File: config.mk
export PLATFORM = sky130hd
export DESIGN_NAME = modular_exponentiation_unit
export DESIGN_NICKNAME = d
export VERILOG_FILES = /design/src/sv/mexp_pkg.sv /design/src/sv/mexp_ctrl.sv /design/src/sv/mexp_dp.sv /design/src/sv/modular_exponentiation_unit.sv
export SDC_FILE = /design/constraint.sdc
export NUM_CORES = 1
export LEC_CHECK = 0
export BUFFER_PORTS_ARGS = -buffer_cell sky130_fd_sc_hd__clkbuf_2
export CELL_PAD_IN_SITES_DETAIL_PLACEMENT = 1
export CELL_PAD_IN_SITES_GLOBAL_PLACEMENT = 1
export CORE_UTILIZATION = 46
export CTS_CLUSTER_DIAMETER = 50
export CTS_CLUSTER_SIZE = 10
export DETAILED_ROUTE_END_ITERATION = 12
export GPL_ROUTABILITY_DRIVEN = 1
export MAX_ROUTING_LAYER = met4
export PLACE_DENSITY = 0.87
export SLEW_MARGIN = 10
export SYNTH_ARGS = -nofsm -noshare
export SYNTH_HDL_FRONTEND = slang
export SYNTH_SLANG_ARGS = --single-unit
File: constraint.sdc
create_clock -name i_clk -period 14.1 [get_ports i_clk]
set_clock_uncertainty 0.05 [all_clocks]
set_input_delay 2.115 -clock i_clk [delete_from_list [all_inputs] [get_ports i_clk]]
set_output_delay 2.115 -clock i_clk [all_outputs]
set_load 0.02 [all_outputs]
File: src/sv/mexp_pkg.sv
// Shared types and constants for the modular exponentiation unit.
package mexp_pkg;

    // Width of the external operand and result ports.
    localparam int unsigned IO_W = 32;

    // Source of the multiplier shift register when a new multiplication starts.
    typedef enum logic [1:0] {
        SH_SEL_ACC  = 2'd0,
        SH_SEL_BASE = 2'd1,
        SH_SEL_STEP = 2'd2
    } t_sh_sel;

    // Commands from the controller to the datapath.
    typedef struct packed {
        logic    load;         // capture a new word from the input port
        logic    step;         // run one shift-add reduction step
        logic    step_reduce;  // step adds the next base bit instead of the multiplicand
        logic    clear_p;      // restart the partial product at zero
        logic    commit_base;  // step result becomes the base
        logic    commit_acc;   // step result becomes the running result
        logic    shift_expo;   // drop the exponent bit just handled
        logic    sh_load;      // reload the multiplier shift register
        t_sh_sel sh_sel;
        logic    out_load;     // move the finished result into the output register
    } t_cmd;

    // Status from the datapath to the controller.
    typedef struct packed {
        logic mod_zero_in;   // modulus at the input port is zero
        logic expo_zero_in;  // exponent at the input port is zero
        logic expo_b0;       // exponent bit being handled
        logic expo_b1;       // exponent bit handled next
        logic expo_hi_zero;  // no one bits above the current exponent bit
        logic out_busy;      // output register full and not taken this cycle
    } t_status;

endpackage

File: src/sv/mexp_ctrl.sv
// Sequencing controller for the modular exponentiation unit.
module mexp_ctrl
    import mexp_pkg::*;
#(
    parameter int unsigned WIDTH = 32
) (
    input  logic    i_clk,
    input  logic    i_rst_n,
    input  logic    i_in_valid,
    output logic    o_in_stall,
    input  t_status i_status,
    output t_cmd    o_cmd
);

    localparam int unsigned CNT_W = $clog2(WIDTH);

    typedef enum logic [4:0] {
        S_IDLE = 5'b00001,
        S_RED  = 5'b00010,
        S_MUL  = 5'b00100,
        S_SQR  = 5'b01000,
        S_OUT  = 5'b10000
    } t_state;

    t_state           r_state, n_state;
    logic [CNT_W-1:0] r_cnt, n_cnt;
    logic             last_step;

    assign last_step  = (r_cnt == CNT_W'(WIDTH - 1));
    assign o_in_stall = (r_state != S_IDLE);

    always_comb begin
        n_state = r_state;
        n_cnt   = r_cnt;
        o_cmd   = '0;
        case (r_state)
            S_IDLE: begin
                n_cnt = '0;
                if (i_in_valid) begin
                    o_cmd.load = 1'b1;
                    if (i_status.mod_zero_in || i_status.expo_zero_in) begin
                        n_state = S_OUT;
                    end else begin
                        n_state = S_RED;
                    end
                end
            end
            S_RED: begin
                o_cmd.step        = 1'b1;
                o_cmd.step_reduce = 1'b1;
                n_cnt             = r_cnt + 1'b1;
                if (last_step) begin
                    n_cnt             = '0;
                    o_cmd.clear_p     = 1'b1;
                    o_cmd.commit_base = 1'b1;
                    o_cmd.sh_load     = 1'b1;
                    if (i_status.expo_b0) begin
                        o_cmd.sh_sel = SH_SEL_ACC;
                        n_state      = S_MUL;
                    end else begin
                        o_cmd.sh_sel = SH_SEL_STEP;
                        n_state      = S_SQR;
                    end
                end
            end
            S_MUL: begin
                o_cmd.step = 1'b1;
                n_cnt      = r_cnt + 1'b1;
                if (last_step) begin
                    n_cnt            = '0;
                    o_cmd.clear_p    = 1'b1;
                    o_cmd.commit_acc = 1'b1;
                    if (i_status.expo_hi_zero) begin
                        n_state = S_OUT;
                    end else begin
                        o_cmd.sh_load = 1'b1;
                        o_cmd.sh_sel  = SH_SEL_BASE;
                        n_state       = S_SQR;
                    end
                end
            end
            S_SQR: begin
                o_cmd.step = 1'b1;
                n_cnt      = r_cnt + 1'b1;
                if (last_step) begin
                    n_cnt             = '0;
                    o_cmd.clear_p     = 1'b1;
                    o_cmd.commit_base = 1'b1;
                    o_cmd.shift_expo  = 1'b1;
                    o_cmd.sh_load     = 1'b1;
                    if (i_status.expo_b1) begin
                        o_cmd.sh_sel = SH_SEL_ACC;
                        n_state      = S_MUL;
                    end else begin
                        o_cmd.sh_sel = SH_SEL_STEP;
                        n_state      = S_SQR;
                    end
                end
            end
            S_OUT: begin
                if (!i_status.out_busy) begin
                    o_cmd.out_load = 1'b1;
                    n_state        = S_IDLE;
                end
            end
            default: begin
                n_state = S_IDLE;
                n_cnt   = '0;
            end
        endcase
    end

    always_ff @(posedge i_clk) begin
        if (!i_rst_n) begin
            r_state <= S_IDLE;
            r_cnt   <= '0;
        end else begin
            r_state <= n_state;
            r_cnt   <= n_cnt;
        end
    end

endmodule

File: src/sv/mexp_dp.sv
// Operand registers, shift-add modular reducer and output register.
module mexp_dp
    import mexp_pkg::*;
#(
    parameter int unsigned WIDTH = 32
) (
    input  logic            i_clk,
    input  logic            i_rst_n,
    input  t_cmd            i_cmd,
    output t_status         o_status,
    input  logic [IO_W-1:0] i_base_value,
    input  logic [IO_W-1:0] i_exponent_value,
    input  logic [IO_W-1:0] i_modulus_value,
    input  logic            i_out_stall,
    output logic            o_out_valid,
    output logic [IO_W-1:0] o_power_result,
    output logic            o_zero_modulus_error
);

    logic [WIDTH-1:0] base_w, expo_w, mod_w;
    logic [WIDTH-1:0] r_mod, r_base, r_acc, r_expo, r_p, r_sh;
    logic             r_err;
    logic             r_out_valid;
    logic [IO_W-1:0]  r_out_res;
    logic             r_out_err;
    logic [IO_W-1:0]  acc_io;
    logic [WIDTH-1:0] addend, step_out, sh_next, acc_init;
    logic [WIDTH+1:0] t_sum, d_one, d_two, mod_x1, mod_x2;
    logic             mod_zero_in, mod_one_in, expo_zero_in;

    // Operands are taken at the working width; results leave at port width.
    if (WIDTH > IO_W) begin : g_wide
        assign base_w = {{(WIDTH - IO_W){1'b0}}, i_base_value};
        assign expo_w = {{(WIDTH - IO_W){1'b0}}, i_exponent_value};
        assign mod_w  = {{(WIDTH - IO_W){1'b0}}, i_modulus_value};
        assign acc_io = r_acc[IO_W-1:0];
    end else if (WIDTH == IO_W) begin : g_same
        assign base_w = i_base_value;
        assign expo_w = i_exponent_value;
        assign mod_w  = i_modulus_value;
        assign acc_io = r_acc;
    end else begin : g_narrow
        assign base_w = i_base_value[WIDTH-1:0];
        assign expo_w = i_exponent_value[WIDTH-1:0];
        assign mod_w  = i_modulus_value[WIDTH-1:0];
        assign acc_io = {{(IO_W - WIDTH){1'b0}}, r_acc};
    end

    assign mod_zero_in  = (mod_w == '0);
    assign mod_one_in   = (mod_w == WIDTH'(1));
    assign expo_zero_in = (expo_w == '0);

    // A unit modulus sends any nonzero power to zero; a zero exponent gives one.
    assign acc_init = (mod_zero_in || (mod_one_in && !expo_zero_in)) ? '0 : WIDTH'(1);

    // One reducer step: p = 2p + addend, brought back below the modulus.
    // With p and addend below m the sum stays below 3m.
    assign addend = i_cmd.step_reduce ? WIDTH'(r_sh[WIDTH-1]) :
                    (r_sh[WIDTH-1] ? r_base : '0);
    assign mod_x1 = {2'b00, r_mod};
    assign mod_x2 = {1'b0, r_mod, 1'b0};
    assign t_sum  = {1'b0, r_p, 1'b0} + {2'b00, addend};
    assign d_one  = t_sum - mod_x1;
    assign d_two  = t_sum - mod_x2;

    always_comb begin
        if (t_sum >= mod_x2) begin
            step_out = d_two[WIDTH-1:0];
        end else if (t_sum >= mod_x1) begin
            step_out = d_one[WIDTH-1:0];
        end else begin
            step_out = t_sum[WIDTH-1:0];
        end
    end

    always_comb begin
        case (i_cmd.sh_sel)
            SH_SEL_ACC:  sh_next = r_acc;
            SH_SEL_BASE: sh_next = r_base;
            SH_SEL_STEP: sh_next = step_out;
            default:     sh_next = step_out;
        endcase
    end

    always_ff @(posedge i_clk) begin
        if (i_cmd.load) begin
            r_mod  <= mod_w;
            r_expo <= expo_w;
            r_sh   <= base_w;
            r_p    <= '0;
            r_acc  <= acc_init;
            r_err  <= mod_zero_in;
        end else begin
            if (i_cmd.step) begin
                r_p <= i_cmd.clear_p ? '0 : step_out;
            end
            if (i_cmd.sh_load) begin
                r_sh <= sh_next;
            end else if (i_cmd.step) begin
                r_sh <= {r_sh[WIDTH-2:0], 1'b0};
            end
            if (i_cmd.commit_base) begin
                r_base <= step_out;
            end
            if (i_cmd.commit_acc) begin
                r_acc <= step_out;
            end
            if (i_cmd.shift_expo) begin
                r_expo <= {1'b0, r_expo[WIDTH-1:1]};
            end
        end
    end

    always_ff @(posedge i_clk) begin
        if (!i_rst_n) begin
            r_out_valid <= 1'b0;
        end else if (i_cmd.out_load) begin
            r_out_valid <= 1'b1;
        end else if (!i_out_stall) begin
            r_out_valid <= 1'b0;
        end
    end

    always_ff @(posedge i_clk) begin
        if (i_cmd.out_load) begin
            r_out_res <= acc_io;
            r_out_err <= r_err;
        end
    end

    assign o_status.mod_zero_in  = mod_zero_in;
    assign o_status.expo_zero_in = expo_zero_in;
    assign o_status.expo_b0      = r_expo[0];
    assign o_status.expo_b1      = r_expo[1];
    assign o_status.expo_hi_zero = (r_expo[WIDTH-1:1] == '0);
    assign o_status.out_busy     = r_out_valid && i_out_stall;

    assign o_out_valid          = r_out_valid;
    assign o_power_result       = r_out_res;
    assign o_zero_modulus_error = r_out_err;

endmodule

File: src/sv/modular_exponentiation_unit.sv
// Top level of the modular exponentiation unit: controller, datapath and checks.
//
// Each input word carries a base, an exponent and a modulus; the unit returns one
// output word with base to the exponent modulo the modulus, computed right to left
// by square-and-multiply at WIDTH bits (operands are cut or zero-extended to WIDTH,
// the result is presented on 32 bits). A zero modulus returns 0 with
// o_zero_modulus_error set, and a zero exponent returns 1 even for a modulus of one.
// All modular products go through one shared shift-add reducer that handles one
// multiplier bit per cycle; the same reducer first brings the base below the
// modulus. A zero modulus or zero exponent skips the reducer and goes straight to
// the output register. The unit works on one word at a time and holds o_in_stall
// high while busy. The finished result sits in an output register, so a new word
// is taken while an earlier result still waits downstream.
module modular_exponentiation_unit
    import mexp_pkg::*;
#(
    parameter int unsigned WIDTH = 32
) (
    input  logic            i_clk,
    input  logic            i_rst_n,
    input  logic            i_in_valid,
    output logic            o_in_stall,
    input  logic [IO_W-1:0] i_base_value,
    input  logic [IO_W-1:0] i_exponent_value,
    input  logic [IO_W-1:0] i_modulus_value,
    output logic            o_out_valid,
    input  logic            i_out_stall,
    output logic [IO_W-1:0] o_power_result,
    output logic            o_zero_modulus_error
);

    t_cmd    cmd;
    t_status status;

    // The controller steps through base reduction, multiplies and squares.
    mexp_ctrl #(
        .WIDTH (WIDTH)
    ) u_ctrl (
        .i_clk      (i_clk),
        .i_rst_n    (i_rst_n),
        .i_in_valid (i_in_valid),
        .o_in_stall (o_in_stall),
        .i_status   (status),
        .o_cmd      (cmd)
    );

    // The datapath holds the operands, the reducer and the output register.
    mexp_dp #(
        .WIDTH (WIDTH)
    ) u_dp (
        .i_clk                (i_clk),
        .i_rst_n              (i_rst_n),
        .i_cmd                (cmd),
        .o_status             (status),
        .i_base_value         (i_base_value),
        .i_exponent_value     (i_exponent_value),
        .i_modulus_value      (i_modulus_value),
        .i_out_stall          (i_out_stall),
        .o_out_valid          (o_out_valid),
        .o_power_result       (o_power_result),
        .o_zero_modulus_error (o_zero_modulus_error)
    );

    // Once a word is taken, the unit is busy on the following cycle.
    a_busy_after_accept: assert property (@(posedge i_clk) disable iff (!i_rst_n)
        (i_in_valid && !o_in_stall) |=> o_in_stall)
        else $error("unit not busy after taking a word");

    // An error result always carries a zero value.
    a_error_value_zero: assert property (@(posedge i_clk) disable iff (!i_rst_n)
        (o_out_valid && o_zero_modulus_error) |-> (o_power_result == '0))
        else $error("zero modulus error with nonzero result");

    // A new result appears only at the end of a busy period.
    a_result_after_work: assert property (@(posedge i_clk) disable iff (!i_rst_n)
        (cmd.out_load) |-> o_in_stall)
        else $error("result loaded while the unit was idle");

endmodule

==> reports/qor.yml, run 1 <==
synth:
  synth_mux_area_share_pct: 1.42
  syn_avg_cell_area_sq_um: 9.39
  synth_seq_cells: 237
  synth_area_leaders: "edfxtp_1, ha_1, nand2_1"
  yosysTopAreaCell: "edfxtp_1"
  post-synth-top-area-fraction_pct: 36.8
  synthSimpleGateAreaFrac_pct: 18.3
  yosysUniqueCellTypes: 100
  synth.most_common_cell: "nand2_1"
  synthFlopType: "edfxtp_1"
  synthArstFlopShare_pct: 0
  syn_inst: 1684
  synth_top_family_by_area: "compound AO/OA/AOI/OAI gates"
  synth-edff-count: 194
  yosys_warnings: 0
  syn_nets: 1884
  synth_xor_area_share_pct: 4.11
  synth_compound_area_share_pct: 22.0
  seq_area_frac_synth_pct: 42.3
  synth.top_cells.by_count: "nand2_1, edfxtp_1, nor2_1, a21oi_1, ha_1"
  synth_adder_area_share_pct: 8.05
  netlist_area_sq_um: 15800
floorplanning:
  die_area_sq_um: 35100
  rows: 67
  die_w_microns: 187
  die_y_microns: 187
  initial_utilization_pct: 46.9
  core_area_sq_um: 33700
  io-pin-count: 135
routing:
  wirelength_microns: 55900
  ant_nets: 0
  dr.pass1.iters: 5
  drt-wirelength-per-cell_microns: 24.6
  dr_total_vias: 14400
  drcViolationCount: 0
  avgViaCountPerCell: 6.31
  drt_iter0_markers: 1612
clocking:
  cts_tree: "built"
  clock_latency_ps: 530
  hold_buffers: 0
  cts-buffers-inserted: 34
  clock_path_buffers: 3
  clkTransAtPathRegs_ps: 60
  cts.repair.resized: 0
  clockRootBuffer: "clkbuf_16"
  htreeDepth: 2
  post_cts_buffers: 0
  clkSinkCount: 237
timing:
  relSlewSlack_pct: 21.8
  fmax_mhz: 120
  setup-violations-final: 0
  slew_violations: 0
  fin_tns_setup_ps: 0
  min_period_ps: 8310
  worstMarginPinSlew_ps: 1170
  hold_viol: 0
  finalCritPeriodShare_pct: 59.0
  rsz0062_at_grt: "false"
worst_setup_path:
  cp.required_ps: 14430
  ff2ff_setup_slack_ps: 5790
  start_kind: "register"
  critPathMaxFanout: 23
  critical_path_class: "reg -> reg"
  cp-end-kind: "register"
  arrival_ps: 8650
  r2r_end: "u_dp.r_sh[10]"
  r2r-start: "u_ctrl.r_state[3]"
  rr_worst_depth: 23
place:
  dpl.hpwl_microns: 41200
  gp_congestion: 0.961
  port_buffers: 134
finish:
  antenna_cells: 0
  drive_above_1_share_pct: 14.3
  fin_nets: 2002
  fillers: 3872
  area.growth.synth_to_final_pct: 13.7
  multi_input_area_sq_um: 8560
  final_core_util_pct: 53.4
  final-seq-area_sq_um: 6690
status:
  status: "complete, no violations"
global_route:
  grt_overflow: 0
  grt_pass1_wl_microns: 84400
  track_usage_pct: 32.2
  grt_pass1_vias: 14400
  grt_max_degree: 80
  antenna_found_initial: 1
worst_hold_path:
  hold_path_startpoint: "u_dp.r_err"
  hold_depth: 0
  hold_end: "u_dp.o_zero_modulus_error"
  hp-class: "reg -> reg"
job:
  maxCapViolations: 0
pwr:
  max-vdd-ir-drop_v: 0.0000988
  switching_share_pct: 41.8
  p_comb_share_pct: 45.5
  p_leak_nw: 7.61
  power.density_nw_per_um2: 180
  power.share.clock_pct: 24.8
  p_int_mw: 1.88
  p_seq_share_pct: 29.7
  p_switching_mw: 1.35
[cells in the final DEF (no fill, tap or decap), types with 11 or more instances in the layout]
master,netlist,final
nand2_1,238,237
nand4_1,21,21
clkbuf_16,0,36
nor3_1,29,29
a211oi_1,26,26
a21o_1,40,40
or3_1,16,16
mux2i_1,13,13
edfxtp_1,194,194
a21oi_1,118,118
o21a_1,25,25
xnor2_1,45,45
ha_1,97,97
o21ai_1,18,17
clkbuf_2,0,134
a22o_1,18,18
dfxtp_1,43,43
nor4_1,27,27
xor2_1,26,26
and2_1,27,27
inv_1,81,80
clkbuf_1,51,17
nand3_1,41,41
nor2_1,120,119
a31oi_1,12,11
buf_4,3,15
o21ai_0,92,90
and3_1,46,46
[per-layer routing]
metal | track usage, % | vias up | share of wire, %
met1 | 43.7 | 7109 | 44
met2 | 49.1 | 657 | 45
met4 | 10.2 | 0 | 2.7
met3 | 5.12 | 78 | 8.1
li1 | - | 6516 | -
met5 | - | - | 0
[critical path, cell delays in order, from the launching register on]
cell and delay, ps:
dfxtp_1 340, nor3_1 370, nand3b_1 400, and3_1 340, ha_1 230, fa_1 460, a211oi_1 250, o21bai_1 170
o41ai_2 530, nand4_1 190, a31o_2 280, a21oi_1 180, xnor2_1 320, ha_1 450, a211oi_1 350, o21ai_0 150
a221oi_1 300, o21ai_0 260, nor2_1 280, a41o_1 260, nand2_1 670, o31ai_1 1070, nand2_1 130, nand2_1 110
[power by group through the flow]
stage / sequential, mW / clock, mW / combinational (mW)
final: 0.959 / 0.801 / 1.47
after global routing: 0.964 / 0.833 / 1.57
after CTS: 0.956 / 0.807 / 1.43
after detailed placement: 0.968 / 0 / 1.42
after global placement: 0.960 / 0 / 1.36
after floorplan: 0.944 / 0 / 0.992
[state kept, by name (all words and copies together), names as in the netlist]
name / flops
u_dp.o_zero_modulus_error: 1
u_ctrl.r_cnt: 5
u_dp.r_expo: 32
u_dp.o_out_valid: 1
u_dp.r_mod: 32
u_dp.r_base: 32
u_dp.r_err: 1
u_dp.r_p: 32
u_dp.r_sh: 32
u_dp.o_power_result: 32
u_dp.acc_io: 32
u_ctrl.r_state: 5
[worst max path at each step]
stage / from / end / cells after the start / slack, ps
5_1_grt: u_ctrl.r_state[3] / u_dp.r_sh[10] / 23 / 5530
6_report: u_ctrl.r_state[3] / u_dp.r_sh[10] / 23 / 5790
4_1_cts: u_ctrl.r_state[3] / u_dp.r_sh[10] / 23 / 5220
2_1_floorplan: u_ctrl.r_state[3] / u_dp.acc_io[16] / 25 / 8080
3_5_place_dp: u_ctrl.r_state[3] / u_dp.r_sh[10] / 23 / 5380
3_3_place_gp: u_ctrl.r_state[3] / u_dp.acc_io[10] / 22 / 5660
[cells by family (layout without fill, tap and decap cells)]
| group | Yosys count | after routing |
|---|---|---|
| adder cells (fa/ha/maj) | 100 | 100 |
| AND/OR/NAND/NOR | 608 | 608 |
| multiplexers | 21 | 21 |
| buffers and inverters | 152 | 296 |
| AO/OA/AOI/OAI | 494 | 494 |
| XOR/XNOR | 72 | 72 |
| flip-flops | 237 | 237 |
[through the flow]
step,setup WS [ps],instances,cell area [sq um],hold slack [ps],power [mW]
after CTS,5220,2274,18000,386,3.20
after global routing,5530,2276,18000,399,3.36
after detailed placement,5380,2212,16900,374,2.38
after floorplan,8080,1684,15800,350,1.94
final,5790,2276,18000,382,3.23
after global placement,5660,2212,16900,359,2.32
[layout make-up]
type                       count  share of cell area (%)
clock buffer                  53                    5.36
timing repair buffer         151                    4.55
inverter                      83                    1.76
sequential                   237                    37.2
clock inverter                 9                   0.473
multi-input combinational   1295                    47.6
tap                          448                    3.12
(Power assumes the default switching activity.)
==> run 2: changes to the inputs <==
clock period = 8 ns   (was 14.1 ns; I/O delays follow)
==> reports/qor.yml, run 2 (same netlist as run 1, synthesis figures left out) <==
worst_setup_path:
  ff2ff_setup_slack_ps: 510  # -5280 ps
  slowest_stage: "nor3_4"
  critPathMaxFanout: 30  # +30%
  critical_path_class: "reg -> reg"
  path_delay_family: "compound AO/OA/AOI/OAI gates"
  path_cells: "nor3_1, nand3b_1, buf_4, and3_1, fa_1, a211oi_1, o21bai_1, o41ai_4, a211oi_2, nor2_1, nand2_1, xor2_1, ha_1, and2_1, a221oi_1, o21ai_0, nor4_4, a211oi_4, o31a_1, nor3_4, o31a_1, a21oi_1, a221o_1"
  cp_common_cell: "o31a_1"
  crit_buf_inv: 1  # +1
  arrival_ps: 7730  # -920 ps
  cp-end-kind: "register"
  cp.required_ps: 8240  # -6190 ps
  slowest_delay_ps: 720  # -350 ps
  start_kind: "register"
global_route:
  busiest_layer: "met2"
  grt_overflow: 0  # unchanged
  track_usage_pct: 31.9  # -0.28 points
  grt_max_degree: 75  # -6.3%
  globalRouteMet1Util_pct: 45.3  # +1.5 points
  antenna_found_initial: 0  # -1
  grtUsageMet2_pct: 47.7  # -1.4 points
  grtUsageMet3_pct: 4.02  # -1.1 points
  grt_pass1_wl_microns: 84600  # +0.21%
  grt_pass1_vias: 14400  # -0.42%
clocking:
  cts-buffers-inserted: 34  # unchanged
  clkSinkCount: 237  # unchanged
  clock_latency_ps: 540  # about the same
  cts_tree: "built"
  hold_buffers: 0  # unchanged
  clkTransAtPathRegs_ps: 60  # about the same
  clockRootBuffer: "clkbuf_16"
  post_cts_buffers: 0  # unchanged
  htreeDepth: 2  # unchanged
  clock_path_buffers: 3  # unchanged
place:
  port_buffers: 134  # unchanged
  gp_congestion: 0.957  # -0.41%
  dp.cells: 2222  # +0.45%
  dpl.hpwl_microns: 40200  # -2.5%
  dpl_worst_slack_ps: 690  # -4690 ps
  placed_area_sq_um: 17000  # +0.39%
timing:
  finalCritPeriodShare_pct: 93.6  # +35 points
  layout_setup_ws_ps: 509  # -5280 ps
  rsz0062_at_grt: "false"
  fmax_mhz: 133  # +11%
  worstMarginPinSlew_ps: 1210  # +39.9 ps
  relSlewSlack_pct: 19.1  # -2.7 points
  min_period_ps: 7490  # -822 ps
  setup-violations-final: 0  # unchanged
  worst_hold_slack_ps: 405  # +23.1 ps
  slew_violations: 0  # unchanged
  fin_tns_setup_ps: 0  # unchanged
  hold_viol: 0  # unchanged
floorplanning:
  die_y_microns: 187  # unchanged
  initial_utilization_pct: 46.9  # unchanged
  core_area_sq_um: 33700  # unchanged
  die_area_sq_um: 35100  # unchanged
  rows: 67  # unchanged
  io-pin-count: 135  # unchanged
  die_w_microns: 187  # unchanged
finish:
  stdcell_count: 2286  # +0.44%
  drive_above_1_share_pct: 15.0  # +0.68 points
  fin_nets: 2012  # +0.50%
  stdcell_area_sq_um: 18100  # +0.83%
  layout_commonest_cell: "nand2_1"
  antenna_cells: 0  # unchanged
  area.growth.synth_to_final_pct: 14.7
  fillers: 3873  # +0.026%
  final_core_util_pct: 53.8  # +0.45 points
  layout_common_cells: "nand2_1, edfxtp_1, clkbuf_2"
pwr:
  max-vdd-ir-drop_v: 0.000183  # +85%
  power.density_nw_per_um2: 321  # +79%
  p_total_mw: 5.83  # +80%
  p_leak_nw: 7.71  # +1.3%
routing:
  avgViaCountPerCell: 6.30  # -0.13%
  ant_nets: 0  # unchanged
  dr.pass1.iters: 5  # unchanged
  drt_iter0_markers: 1236  # -23%
  wirelength_microns: 54900  # -1.8%
  drcViolationCount: 0  # unchanged
  drt-wirelength-per-cell_microns: 24.0  # -2.2%
  dr_total_vias: 14400  # +0.31%
status:
  status: "complete, no violations"
worst_hold_path:
  hp-class: "reg -> reg"
job:
  maxCapViolations: 0  # unchanged
## run 2: area by class of cell
| class | instances | area (sq um) | share of cell area [%] |
|---|---|---|---|
| Sequential cell | 237 | 6690 | 36.9 |
| Clock buffer | 54 | 1020 | 5.61 |
| Timing Repair Buffer | 159 | 858 | 4.73 |
| Tap cell | 448 | 561 | 3.09 |
| Multi-Input combinational cell | 1297 | 8580 | 47.3 |
| Clock inverter | 8 | 123 | 0.676 |
| Inverter | 83 | 317 | 1.75 |
## run 2: worst reg2reg max path: cells and delay by family, from the launching register on
| family | cells | cell delay, ps |
|---|---|---|
| flops | 1 | 350 |
| simple gates | 8 | 2460 |
| buf+inv | 1 | 300 |
| xor+xnor | 1 | 360 |
| compound gates | 11 | 2890 |
| fa+ha+maj | 2 | 830 |
## run 2: where the power goes
part / internal (mW) / switching [mW] / leakage (nW)
Clock: 0.948 / 0.590 / 0.551
Combinational: 0.896 / 1.71 / 4.98
Sequential: 1.60 / 0.0861 / 2.17
Total: 3.44 / 2.39 / 7.71
## run 2: what timing repair did
| action | in CTS | in global routing |
|---|---|---|
| gates resized for setup | 0 | 1 |
| endpoints found under the setup margin | 0 | 20 |
| endpoints found under the hold margin | 0 | 0 |
## run 2: worst paths after layout
| path | end | cells after the start | startpoint |
|---|---|---|---|
| max | u_dp.r_sh[3] | 23 | u_ctrl.r_state[3] |
| min | u_dp.o_power_result[31] | 0 | u_dp.acc_io[31] |
| max reg2reg | u_dp.r_sh[3] | 23 | u_ctrl.r_state[3] |
| min reg2reg | u_dp.o_power_result[31] | 0 | u_dp.acc_io[31] |
## run 2: routing by layer
metal | vias up | wire length (microns)
li1 | 6548 | -
met1 | 7168 | 25100
met2 | 594 | 24500
met3 | 94 | 3880
met4 | 0 | 1420
met5 | - | 0
